--- src/rtl/core/lkt_pkg.sv ---
`default_nettype none

package lkt_pkg;

    // sizing of the failure store
    localparam int RECORDS_PER_SOURCE = 16;
    localparam int NUM_SOURCES        = 64;

    localparam int SLOT_W  = (NUM_SOURCES > 1) ? $clog2(NUM_SOURCES) : 1;
    localparam int IDX_W   = (RECORDS_PER_SOURCE > 1) ? $clog2(RECORDS_PER_SOURCE) : 1;
    localparam int CNT_W   = $clog2(RECORDS_PER_SOURCE + 1);
    localparam int ADDR_W  = ((NUM_SOURCES * RECORDS_PER_SOURCE) > 1) ?
                             $clog2(NUM_SOURCES * RECORDS_PER_SOURCE) : 1;

    // field and register widths
    localparam int TIME_W      = 64;
    localparam int THR_W       = 8;
    localparam int CFG_W       = 32;
    localparam int CFG_IDX_W   = 2;
    localparam int OUT_CNT_W   = 5;
    localparam int OUT_CNT_MAX = 31;

    // register reset values
    localparam logic [THR_W-1:0] THRESHOLD_RST = 8'd5;
    localparam logic [CFG_W-1:0] WINDOW_RST    = 32'd300;
    localparam logic [CFG_W-1:0] DELAY_RST     = 32'd300;

    typedef enum logic [1:0] {
        OP_RECORD = 2'd0,
        OP_QUERY  = 2'd1,
        OP_CLEAR  = 2'd2
    } opcode_t;

    typedef enum logic [1:0] {
        OUT_RECORDED = 2'd0,
        OUT_SKIPPED  = 2'd1,
        OUT_CLEARED  = 2'd2,
        OUT_STATUS   = 2'd3
    } outcome_t;

    typedef enum logic [CFG_IDX_W-1:0] {
        REG_LOCK_THRESHOLD = 2'd0,
        REG_FAIL_WINDOW    = 2'd1,
        REG_UNLOCK_DELAY   = 2'd2
    } cfg_reg_t;

    typedef enum logic [2:0] {
        S_IDLE,
        S_LOAD,
        S_SCAN_MAX,
        S_SCAN_CNT,
        S_RESOLVE,
        S_STORE
    } state_t;

    // control from the sequencer to the scan unit
    typedef struct packed {
        logic             clr;
        logic             max_mode;
        logic             cnt_mode;
        logic             vld;
        logic [IDX_W-1:0] idx;
    } scan_ctrl_t;

    // flat address of one stored timestamp
    function automatic logic [ADDR_W-1:0] time_addr(input logic [SLOT_W-1:0] slot,
                                                   input logic [IDX_W-1:0] idx);
        time_addr = ADDR_W'(slot) * ADDR_W'(RECORDS_PER_SOURCE) + ADDR_W'(idx);
    endfunction

endpackage

`default_nettype wire

--- src/rtl/core/lkt_scan_unit.sv ---
`default_nettype none

module lkt_scan_unit
    import lkt_pkg::*;
(
    input  wire logic              clk,
    input  wire logic              rst_n,
    input  wire scan_ctrl_t        ctrl,
    input  wire logic [TIME_W-1:0] data,
    input  wire logic [TIME_W-1:0] win_start,
    output      logic [TIME_W-1:0] latest,
    output      logic [IDX_W-1:0]  oldest_pos,
    output      logic [CNT_W-1:0]  count
);

    logic [TIME_W-1:0] latest_reg, latest_next;
    logic [TIME_W-1:0] oldest_reg, oldest_next;
    logic [IDX_W-1:0]  pos_reg, pos_next;
    logic [CNT_W-1:0]  cnt_reg, cnt_next;

    // max / min tracking on one pass, window count on the other
    always_comb
    begin
        latest_next = latest_reg;
        oldest_next = oldest_reg;
        pos_next    = pos_reg;
        cnt_next    = cnt_reg;
        if (ctrl.clr)
        begin
            latest_next = '0;
            cnt_next    = '0;
        end
        else if (ctrl.vld && ctrl.max_mode)
        begin
            if (data > latest_reg)
            begin
                latest_next = data;
            end
            // strict compare keeps the lowest index among equal stamps
            if ((ctrl.idx == '0) || (data < oldest_reg))
            begin
                oldest_next = data;
                pos_next    = ctrl.idx;
            end
        end
        else if (ctrl.vld && ctrl.cnt_mode)
        begin
            if (win_start < data)
            begin
                cnt_next = cnt_reg + CNT_W'(1);
            end
        end
    end

    always_ff @(posedge clk or negedge rst_n)
    begin
        if (!rst_n)
        begin
            latest_reg <= '0;
            oldest_reg <= '0;
            pos_reg    <= '0;
            cnt_reg    <= '0;
        end
        else
        begin
            latest_reg <= latest_next;
            oldest_reg <= oldest_next;
            pos_reg    <= pos_next;
            cnt_reg    <= cnt_next;
        end
    end

    assign latest     = latest_reg;
    assign oldest_pos = pos_reg;
    assign count      = cnt_reg;

endmodule

`default_nettype wire

--- config.mk ---
export PLATFORM = sky130hd
export DESIGN_NAME = lkt_scan_unit
export DESIGN_NICKNAME = d
export VERILOG_FILES = /design/src/rtl/core/lkt_pkg.sv /design/src/rtl/core/lkt_scan_unit.sv
export SDC_FILE = /design/constraint.sdc
export NUM_CORES = 1
export LEC_CHECK = 0
export BUFFER_PORTS_ARGS = -buffer_cell sky130_fd_sc_hd__buf_2
export CORE_MARGIN = 5
export CORE_UTILIZATION = 50
export DETAILED_ROUTE_END_ITERATION = 12
export GPL_TIMING_DRIVEN = 0
export PLACE_DENSITY_LB_ADDON = 0.1
export SYNTH_ARGS = -nofsm -noshare
export SYNTH_HDL_FRONTEND = slang
export SYNTH_SLANG_ARGS = --single-unit
--- constraint.sdc ---
create_clock -name clk -period 2.8 [get_ports clk]
set_input_delay 0 -clock clk [delete_from_list [all_inputs] [get_ports clk]]
set_output_delay 0 -clock clk [all_outputs]
set_load 0.02 [all_outputs]
==> impl_metrics.py, run 1 <==
metrics = {
    "placed_design": {
        "dpl_worst_slack_ns": -0.931,
        "place_congestion": 0.858,
        "hpwl_um": 32000,
        "port_buffers": 210,
        "placed_area_um2": 15300,
        "dp_cells": 2267,
    },
    "global_route": {
        "grt_max_degree": 82,
        "grt_pass1_vias": 14300,
        "overflow": 0,
        "antenna_found_initial": 1,
        "grt_util_all_layers_pct": 28.8,
        "grt_pass1_wl_um": 73900,
    },
    "timing": {
        "setup_ws_ns": -0.251,
        "maxSlewHeadroom_pct": 44.9,
        "worst_pin_slew_ns": 0.819,
        "final.setup.tns_ns": -10.89,
        "clock.fmax_mhz": 328,
        "period_needed_ns": 3.05,
        "skew_ns": 0.0138,
        "hold_viol_final": 0,
        "finalSetupViolCount": 64,
        "rsz0062_at_grt": "true",
        "slew_viol_final": 0,
        "fin_crit_sh_pct": 109,
    },
    "hold_path": {
        "min_path_type": "in -> reg",
        "holdPathStages": 5,
    },
    "logic_synthesis": {
        "synth.top_cells.by_count": "inv_1 (193), ha_1 (191), nand2_1 (182), o211ai_1 (141), dfrtp_1 (137)",
        "synth_warnings": 0,
        "synth_top_area_cell": "dfrtp_1",
        "ys_ff_latch": 137,
        "synth_area_leaders": "dfrtp_1 (25%), ha_1 (17%), o211ai_1 (7.7%), nand2b_1 (6.0%), inv_1 (5.3%)",
        "synth_cell_types": 51,
        "synth_edf_count": 0,
        "synthArstFlopShare_pct": 100,
        "yosysMostFrequentCell": "inv_1",
        "ys_seq_area_share_pct": 24.9,
        "synth_cells": 1715,
        "yosysTopAreaCellShare_pct": 24.9,
        "syn_area_per_cell_um2": 8.01,
        "synth.net_count": 2044,
        "syn_area_um2": 13700,
        "yosys_most_used_dff": "dfrtp_1",
    },
    "floorplanning": {
        "dieArea_um2": 30900,
        "dieHeight_um": 176,
        "die_width_um": 176,
        "core.rowCount": 60,
        "coreArea_um2": 27000,
        "start_util_pct": 50.8,
        "io_pins": 211,
    },
    "layout": {
        "syn_to_final_growth_pct": 25.9,
        "fin_nets": 2380,
        "final_area_um2": 17300,
        "diodes": 0,
        "instances_no_fill": 2404,
        "drive_gt1_share_pct": 18.0,
    },
    "detailed_routing": {
        "wire_per_inst_um": 19.0,
        "drtIter0Drc": 1295,
        "dr_total_vias": 14400,
        "drc": 0,
        "dr.pass1.iters": 8,
        "vias_per_cell": 5.99,
        "antenna_left": 0,
        "wirelength_um": 45700,
    },
    "clocking": {
        "root_buffer": "clkbuf_16",
        "clk_pin_slew_worst_paths_ns": 0.06,
        "cts_tree": "yes",
        "clk_latency_ns": 0.44,
        "cts_htree_levels": 4,
        "cts.sinks": 137,
        "clockBufferDepth": 2,
        "numCtsBuffers": 17,
    },
    "critical_path": {
        "cp-start-kind": "register",
        "crit_type": "reg -> reg",
        "cp.arrival_ns": 3.41,
        "ff2ff_path_depth": 14,
        "path_cells": "inv_2 -> ha_4 -> nand4_1 -> nor4_4 -> nand4_1 -> buf_6 -> a31oi_4 -> a211oi_2 -> a31oi_1 -> buf_6 -> buf_12 -> buf_12 -> buf_12 -> mux2i_1",
        "endpoint_kind": "register",
        "cp.required_ns": 3.16,
        "path_max_fanout": 5,
        "critical-path-slowest-cell": "nor4_4",
        "crit_path_max_incr_delay_ns": 0.54,
        "crit_top_cell": "buf_12",
    },
    "status": {
        "status": "complete, but fails checks",
        "violations": "setup timing",
    },
    "power_and_ir_drop": {
        "power_mw": 10.7,
        "leakagePower_nw": 8.28,
        "vdd_ir_drop_max_mv": 0.334,
        "power_density_nw_per_um2": 616,
    },
    "job": {
        "cap_violations": 0,
    },
}
-- cell usage in the layout (no fill, tap or decap), types with 19 or more instances in the layout --
cell | Yosys | layout
a21o_1 | 19 | 19
a21oi_1 | 55 | 54
o311a_1 | 68 | 68
clkbuf_2 | 0 | 25
mux2i_1 | 65 | 63
nand2_1 | 182 | 181
nand3_1 | 90 | 90
nand4_1 | 28 | 28
dlygate4sd3_1 | 0 | 68
buf_2 | 16 | 213
clkbuf_1 | 99 | 75
buf_4 | 0 | 27
nor2_1 | 31 | 31
o211ai_1 | 141 | 141
ha_1 | 191 | 187
inv_1 | 193 | 192
o21ai_0 | 97 | 92
dfrtp_1 | 137 | 137
nand2b_1 | 132 | 132
nor3_1 | 75 | 73
-- per-layer routing --
metal / vias up / wire length (um) / GRT usage (%)
met5: - / 0 / 0
met4: 0 / 780 / 7.70
li1: 6842 / - / -
met3: 59 / 3240 / 3.81
met2: 592 / 21100 / 47.2
met1: 6905 / 20600 / 40.3
-- timing repair --
item / in CTS / in global routing
pin swaps: 9 / 23
endpoints found under the setup margin: 129 / 134
buffers inserted: 16 / 20
gates cloned: 5 / 1
endpoints found under the hold margin: 123 / 0
gates resized for setup: 46 / 75
hold buffers: 68 / 0
-- logic make-up (layout without fill, tap and decap cells) --
| logic type | after synthesis | count (layout) | synth area share, % |
|---|---|---|---|
| compound gates | 423 | 423 | 21.7 |
| simple gates | 575 | 575 | 21.0 |
| mux | 69 | 69 | 5.06 |
| fa+ha+maj | 191 | 191 | 17.4 |
| flops | 137 | 137 | 24.9 |
| buf+inv | 320 | 668 | 9.82 |
-- power breakdown --
part | leakage (nW) | total, mW | switching (mW) | internal (mW)
clock network | 0.281 | 2.36 | 0.939 | 1.42
logic | 6.34 | 5.36 | 3.14 | 2.22
registers | 1.66 | 2.94 | 0.479 | 2.46
-- worst paths after layout --
kind	start	to	slack, ns
setup / recovery	latest[27]$_DFFE_PN0P_	latest[30]$_DFFE_PN0P_	-0.25
hold / removal	data[2]	oldest_reg[2]$_DFFE_PN0P_	0.03
setup reg to reg	latest[27]$_DFFE_PN0P_	latest[30]$_DFFE_PN0P_	-0.25
hold reg to reg	latest[54]$_DFFE_PN0P_	latest[54]$_DFFE_PN0P_	0.56
max in group asynchronous	rst_n	oldest_reg[59]$_DFFE_PN0P_	1.79
min in group asynchronous	rst_n	latest[28]$_DFFE_PN0P_	0.12
-- stage by stage --
| step | hold slack (ns) | util [%] |
|---|---|---|
| finish | 0.0291 | 64.0 |
| global route | 0.0488 | 64.0 |
| CTS | 0.0171 | 63.0 |
| detailed placement | 0.0256 | 56.4 |
| global placement | 0.311 | 56.3 |
| floorplan | -0.296 | - |
-- critical path, delay by kind of cell, from the launching register on --
family                     cells  cell delay, ns
AOI/OAI and AO/OA              3            0.49
buffers and inverters          6            0.75
adders and majority gates      1            0.26
and+or+nand+nor                3            0.87
muxes                          1            0.19
DFF                            1            0.39
-- cell type report --
type | count | area [um2]
Buffer | 125 | 712
Clock buffer | 23 | 458
Clock inverter | 8 | 121
Fill cell | 2341 | 9730
Inverter | 193 | 724
Multi-Input combinational cell | 1258 | 9180
Sequential cell | 137 | 3430
Tap cell | 341 | 427
Timing Repair Buffer | 319 | 2250
No activity file was read; power rests on OpenSTA's default activity.
==> run 2: changes to the inputs <==
==> constraint.sdc (replaced) <==
create_clock -name clk -period 2.8 [get_ports clk]
set_input_delay 0.14 -clock clk [delete_from_list [all_inputs] [get_ports clk]]
set_output_delay 0.14 -clock clk [all_outputs]
set_load 0.02 [all_outputs]
==> run 2 against run 1 <==
The run still ends with setup timing left. Via count fell by 1.4%. Worst hold slack got worse by 0.017 ns. Die area did not move. Critical path type unchanged. Critical endpoint is now latest[12]$_DFFE_PN0P_. Highest routed layer unchanged.
==> impl_metrics.py, run 2 (synthesis results as in run 1) <==
metrics = {
    "layout": {
        "fin_nets": 2309,
        "multi_input_area_um2": 9210,
        "final_common_cell": "buf_2",
        "drive_gt1_share_pct": 18.6,
        "fill_cells": 2403,
        "diodes": 0,
        "most-common-layout-cells": "buf_2 (213), inv_1 (190), ha_1 (185)",
        "syn_to_final_growth_pct": 20.8,
        "seq_area_um2": 3430,
    },
    "timing": {
        "slew_viol_final": 0,
        "rsz0062_at_grt": "true",
        "period_needed_ns": 3.12,
        "final.setup.tns_ns": -17.00,
        "maxSlewHeadroom_pct": 44.3,
        "skew_ns": 0.0111,
        "hold_viol_final": 0,
        "clock.fmax_mhz": 320,
        "finalSetupViolCount": 64,
        "fin_crit_sh_pct": 111,
        "setup_ws_ns": -0.321,
        "worst_pin_slew_ns": 0.836,
    },
    "clocking": {
        "cts.sinks": 137,
        "clockBufferDepth": 2,
        "numCtsBuffers": 17,
        "clk_pin_slew_worst_paths_ns": 0.06,
        "root_buffer": "clkbuf_16",
        "clk_latency_ns": 0.44,
        "cts_htree_levels": 4,
        "cts_tree": "yes",
    },
    "detailed_routing": {
        "antenna_left": 0,
        "dr_total_vias": 14200,
        "dr.pass1.iters": 8,
        "wirelength_um": 44600,
        "wire_per_inst_um": 19.1,
        "drc": 0,
        "vias_per_cell": 6.09,
        "drtIter0Drc": 1224,
    },
    "hold_path": {
        "min_path_type": "in -> reg",
    },
    "floorplanning": {
        "coreArea_um2": 27000,
        "die_width_um": 176,
        "io_pins": 211,
        "dieHeight_um": 176,
        "core.rowCount": 60,
        "start_util_pct": 50.8,
        "dieArea_um2": 30900,
    },
    "global_route": {
        "grt_util_all_layers_pct": 27.8,
        "use_met1_pct": 39.3,
        "overflow": 0,
        "grt_pass1_wl_um": 71500,
        "grtUsageMet2_pct": 45.1,
        "top_usage_layer": "met2",
        "antenna_found_initial": 0,
        "grt_max_degree": 82,
        "grt_pass1_vias": 14000,
        "use_met3_pct": 3.47,
    },
    "critical_path": {
        "path_max_fanout": 8,
        "endpoint_kind": "register",
        "cp_top_family": "simple AND/OR/NAND/NOR gates",
        "cp.required_ns": 3.16,
        "crit_type": "reg -> reg",
        "critPathBufInv": 5,
        "crit_path_max_incr_delay_ns": 0.55,
        "path_cells": "inv_2 -> ha_4 -> nand4_1 -> nor4_4 -> nand4_1 -> buf_6 -> a31oi_4 -> a211oi_2 -> a31oi_1 -> buf_6 -> buf_12 -> clkbuf_16 -> mux2i_1",
        "critical-path-slowest-cell": "nor4_4",
        "cp-start-kind": "register",
        "cp.arrival_ns": 3.48,
    },
    "status": {
        "status": "complete, but fails checks",
        "violations": "setup timing",
    },
    "power_and_ir_drop": {
        "power_mw": 10.6,
        "power.switching_mw": 4.54,
        "leakagePower_nw": 7.99,
        "p_int_mw": 6.02,
        "power_frac_clock_pct": 22.4,
        "power_density_nw_per_um2": 636,
        "p_comb_share_pct": 49.8,
        "pwr-share-seq_pct": 27.8,
        "vdd_ir_drop_max_mv": 0.338,
        "swShare_pct": 43.0,
    },
    "placed_design": {
        "port_buffers": 210,
        "hpwl_um": 32000,
        "place_congestion": 0.858,
    },
    "job": {
        "cap_violations": 0,
    },
}
[run 2: changes by cell type in the layout (fill, tap and decap cells not counted), moves of 2 or more]
cell	change
dlygate4sd3_1	-67
clkbuf_16	+5
buf_12	-4
buf_6	-4
buf_16	-3
buf_4	+2
ha_1	-2
ha_4	+2
inv_1	-2
inv_2	+2
[run 2: final cells by class]
type	instances	area share, %
Clock inverter	8	0.731
Sequential cell	137	20.7
Buffer	125	4.29
Tap cell	341	2.57
Timing Repair Buffer	248	9.11
Clock buffer	23	2.76
Inverter	193	4.37
Multi-Input combinational cell	1258	55.5
[run 2: timing repair]
item,in CTS,in global routing
hold buffers,1,0
gates cloned,0,6
endpoints found under the setup margin,129,132
endpoints found under the hold margin,56,0
gates resized for setup,40,78
pin swaps,5,23
setup buffers,13,17
[run 2: path summary, 6_finish.rpt]
path                       depth (start not counted)                    from  slack [ns]                          to
max in group asynchronous                          3                   rst_n        1.67  oldest_reg[56]$_DFFE_PN0P_
min                                                3                 data[2]        0.01       latest[2]$_DFFE_PN0P_
max                                               13  latest[29]$_DFFE_PN0P_       -0.32      latest[12]$_DFFE_PN0P_
min reg2reg                                        2   latest[7]$_DFFE_PN0P_        0.56       latest[7]$_DFFE_PN0P_
min in group asynchronous                          2                   rst_n        0.25      latest[28]$_DFFE_PN0P_
max reg2reg                                       13  latest[29]$_DFFE_PN0P_       -0.32      latest[12]$_DFFE_PN0P_
[run 2: metal layers]
| metal | part of all wire (%) | routed length [um] | vias up |
|---|---|---|---|
| li1 | - | - | 6707 |
| met1 | 45 | 20000 | 6771 |
| met2 | 46 | 20400 | 659 |
| met3 | 7.7 | 3430 | 60 |
| met4 | 1.7 | 745 | 0 |
| met5 | 0 | 0 | - |
[run 2: stage by stage]
stage	hold slack [ns]	std cells	setup WS (ns)	util (%)	cell area, um2
2_1_floorplan	-0.156	1715	0.302	-	13700
3_3_place_gp	0.451	2266	-0.872	56.3	15200
3_5_place_dp	0.166	2267	-0.931	56.4	15300
4_1_cts	0.0128	2311	-0.102	59.7	16100
5_1_grt	0.0273	2333	-0.270	61.4	16600
6_report	0.0117	2333	-0.321	61.4	16600
[run 2: worst reg2reg max path, cell delays in order (launching register included)]
cell and delay (ns):
dfrtp_1 0.40, inv_2 0.06, ha_4 0.27, nand4_1 0.18
nor4_4 0.55, nand4_1 0.21, buf_6 0.18, a31oi_4 0.23
a211oi_2 0.06, a31oi_1 0.23, buf_6 0.17, buf_12 0.15
clkbuf_16 0.18, mux2i_1 0.18
[run 2: power by group through the flow]
stage / Sequential (mW) / Clock (mW) / Combinational [mW]
2_1_floorplan: 2.91 / 0 / 3.34
3_3_place_gp: 2.93 / 0 / 4.60
3_5_place_dp: 2.94 / 0 / 4.74
4_1_cts: 2.92 / 2.36 / 4.88
5_1_grt: 3.00 / 2.44 / 5.85
6_report: 2.94 / 2.36 / 5.26
==> run 3: changes to the inputs <==
--- a/config.mk
+++ b/config.mk
@@ -11,6 +11,7 @@
 export DETAILED_ROUTE_END_ITERATION = 12
 export GPL_TIMING_DRIVEN = 0
 export PLACE_DENSITY_LB_ADDON = 0.1
+export REMOVE_ABC_BUFFERS = 1
 export SYNTH_ARGS = -nofsm -noshare
 export SYNTH_HDL_FRONTEND = slang
 export SYNTH_SLANG_ARGS = --single-unit
==> run 3 against run 2 <==
The flow still finishes with violations (setup timing). Clock power is 2% lower. Sequential cell count stayed put. Clock-buffer cell count is 4 lower.
==> impl_metrics.py, run 3 (synthesis results as in run 1) <==
metrics = {
    "floorplanning": {
        "die_width_um": 176,
        "start_util_pct": 50.8,
        "core.rowCount": 60,
        "coreArea_um2": 27000,
        "dieHeight_um": 176,
        "io_pins": 211,
        "dieArea_um2": 30900,
    },
    "layout": {
        "most-common-layout-cells": "buf_2 (208), inv_1 (191), ha_1 (183)",
        "instances_no_fill": 2277,
        "diodes": 0,
        "syn_to_final_growth_pct": 25.1,
        "final_common_cell": "buf_2",
        "drive_gt1_share_pct": 20.7,
        "fin_nets": 2252,
    },
    "timing": {
        "fin_crit_sh_pct": 103,
        "maxSlewHeadroom_pct": 28.8,
        "setup_ws_ns": -0.0923,
        "slew_viol_final": 0,
        "period_needed_ns": 2.89,
        "holdWs_ns": 0.00640,
        "skew_ns": 0.0130,
        "finalSetupViolCount": 64,
        "rsz0062_at_grt": "true",
        "hold_viol_final": 0,
        "worst_pin_slew_ns": 1.06,
        "clock.fmax_mhz": 346,
    },
    "critical_path": {
        "cp.arrival_ns": 3.24,
        "critical-path-slowest-cell": "nor4_4",
        "crit_path_max_incr_delay_ns": 0.38,
        "crit_type": "reg -> reg",
        "endpoint_kind": "register",
        "cp-start-kind": "register",
        "r2r_slack_ns": -0.09,
        "path_max_fanout": 8,
        "cp.required_ns": 3.15,
        "path_cells": "inv_1 -> ha_1 -> nand4_1 -> nor4_4 -> nand4_1 -> a31oi_4 -> a211oi_2 -> a31oi_4 -> buf_8 -> buf_16 -> mux2i_2",
        "cp_top_family": "simple AND/OR/NAND/NOR gates",
        "critPathBufInv": 3,
    },
    "global_route": {
        "overflow": 0,
        "grt_max_degree": 82,
        "grt_pass1_wl_um": 70000,
        "grt_util_all_layers_pct": 27.4,
        "antenna_found_initial": 0,
        "grt_pass1_vias": 13600,
    },
    "clocking": {
        "cts_tree": "yes",
        "clockBufferDepth": 2,
        "cts_htree_levels": 4,
        "cts.sinks": 137,
        "root_buffer": "clkbuf_16",
        "numCtsBuffers": 17,
        "clk_pin_slew_worst_paths_ns": 0.07,
        "clk_latency_ns": 0.44,
    },
    "power_and_ir_drop": {
        "vdd_ir_drop_max_mv": 0.471,
        "power.switching_mw": 4.98,
        "p_comb_share_pct": 54.2,
        "swShare_pct": 43.5,
        "p_int_mw": 6.47,
        "power_frac_clock_pct": 20.3,
        "leakagePower_nw": 8.20,
        "pwr-share-seq_pct": 25.5,
        "power_density_nw_per_um2": 666,
    },
    "hold_path": {
        "min_path_type": "in -> reg",
    },
    "detailed_routing": {
        "drc": 0,
        "vias_per_cell": 6.24,
        "dr.pass1.iters": 6,
        "wire_per_inst_um": 20.7,
        "antenna_left": 0,
        "wirelength_um": 47100,
        "drtIter0Drc": 1374,
        "dr_total_vias": 14200,
    },
    "status": {
        "status": "complete, but fails checks",
        "violations": "setup timing",
    },
    "job": {
        "cap_violations": 0,
    },
    "placed_design": {
        "port_buffers": 210,
        "dp_cells": 2162,
        "place_congestion": 0.805,
        "hpwl_um": 27800,
    },
}
-- run 3: cell count changes in the layout (fill, tap and decap cells not counted), moves of 4 or more --
cell	delta
buf_4	+15
clkbuf_2	-25
clkbuf_4	-6
buf_12	+9
clkbuf_16	+4
buf_6	-7
or2_4	+4
clkbuf_1	-73
buf_16	+14
buf_2	-5
clkinvlp_4	+5
-- run 3: path summary, 6_finish.rpt --
kind / cells past startpoint / endpoint / from
setup / recovery: 11 / latest[57]$_DFFE_PN0P_ / latest[26]$_DFFE_PN0P_
max in group asynchronous: 3 / latest[7]$_DFFE_PN0P_ / rst_n
hold / removal: 3 / latest[1]$_DFFE_PN0P_ / data[1]
hold reg to reg: 2 / latest[56]$_DFFE_PN0P_ / latest[56]$_DFFE_PN0P_
min in group asynchronous: 2 / latest[33]$_DFFE_PN0P_ / rst_n
setup reg to reg: 11 / latest[57]$_DFFE_PN0P_ / latest[26]$_DFFE_PN0P_
-- run 3: what timing repair did --
action	4_1_cts	5_1_grt
gates cloned	9	15
hold endpoints to repair	58	0
hold buffers	3	0
setup endpoints to repair	133	137
pin swaps	18	25
setup buffers	25	32
gates resized for setup	30	32
-- run 3: worst register-to-register path: stages, from the launching register on --
cell and delay (ns):
dfrtp_1 0.37, inv_1 0.05, ha_1 0.29, nand4_1 0.20, nor4_4 0.38, nand4_1 0.29, a31oi_4 0.29, a211oi_2 0.09
a31oi_4 0.27, buf_8 0.19, buf_16 0.16, mux2i_2 0.23
-- run 3: layout make-up --
cell class / count / area (um2)
Fill cell: 2383 / 9840
Timing Repair Buffer: 306 / 2540
Inverter: 193 / 724
Sequential cell: 137 / 3430
Tap cell: 341 / 427
Clock buffer: 19 / 433
Clock inverter: 13 / 145
Multi-Input combinational cell: 1268 / 9490
-- run 3: per-layer routing --
metal  vias up  routed length [um]  global-route usage (%)
li1       6611                   -                       -
met1      6843               19900                    36.0
met2       635               21800                    46.3
met3       120                3960                    4.07
met4         0                1470                    9.03
met5         -                   0                       0
-- run 3: stage by stage --
stage / instance area, um2 / power [mW] / setup WS, ns / utilization (%) / setup TNS (ns)
CTS: 16500 / 11.0 / -0.00275 / 61.0 / -0.00275
detailed placement: 15300 / 7.94 / -1.16 / 56.4 / -130.20
global placement: 14600 / 7.24 / -11.96 / 54.0 / -1378.06
global route: 17200 / 12.1 / -0.186 / 63.6 / -8.94
finish: 17200 / 11.4 / -0.0923 / 63.6 / -3.42
floorplan: 13100 / 5.99 / -6.80 / - / -734.19
-- run 3: power groups by stage --
| stage | combinational (mW) | clock (mW) | sequential [mW] |
|---|---|---|---|
| 3_5_place_dp | 5.01 | 0 | 2.93 |
| 3_3_place_gp | 4.26 | 0 | 2.98 |
| 5_1_grt | 6.72 | 2.41 | 2.98 |
| 6_report | 6.21 | 2.32 | 2.92 |
| 4_1_cts | 5.77 | 2.33 | 2.90 |
| 2_1_floorplan | 3.08 | 0 | 2.91 |
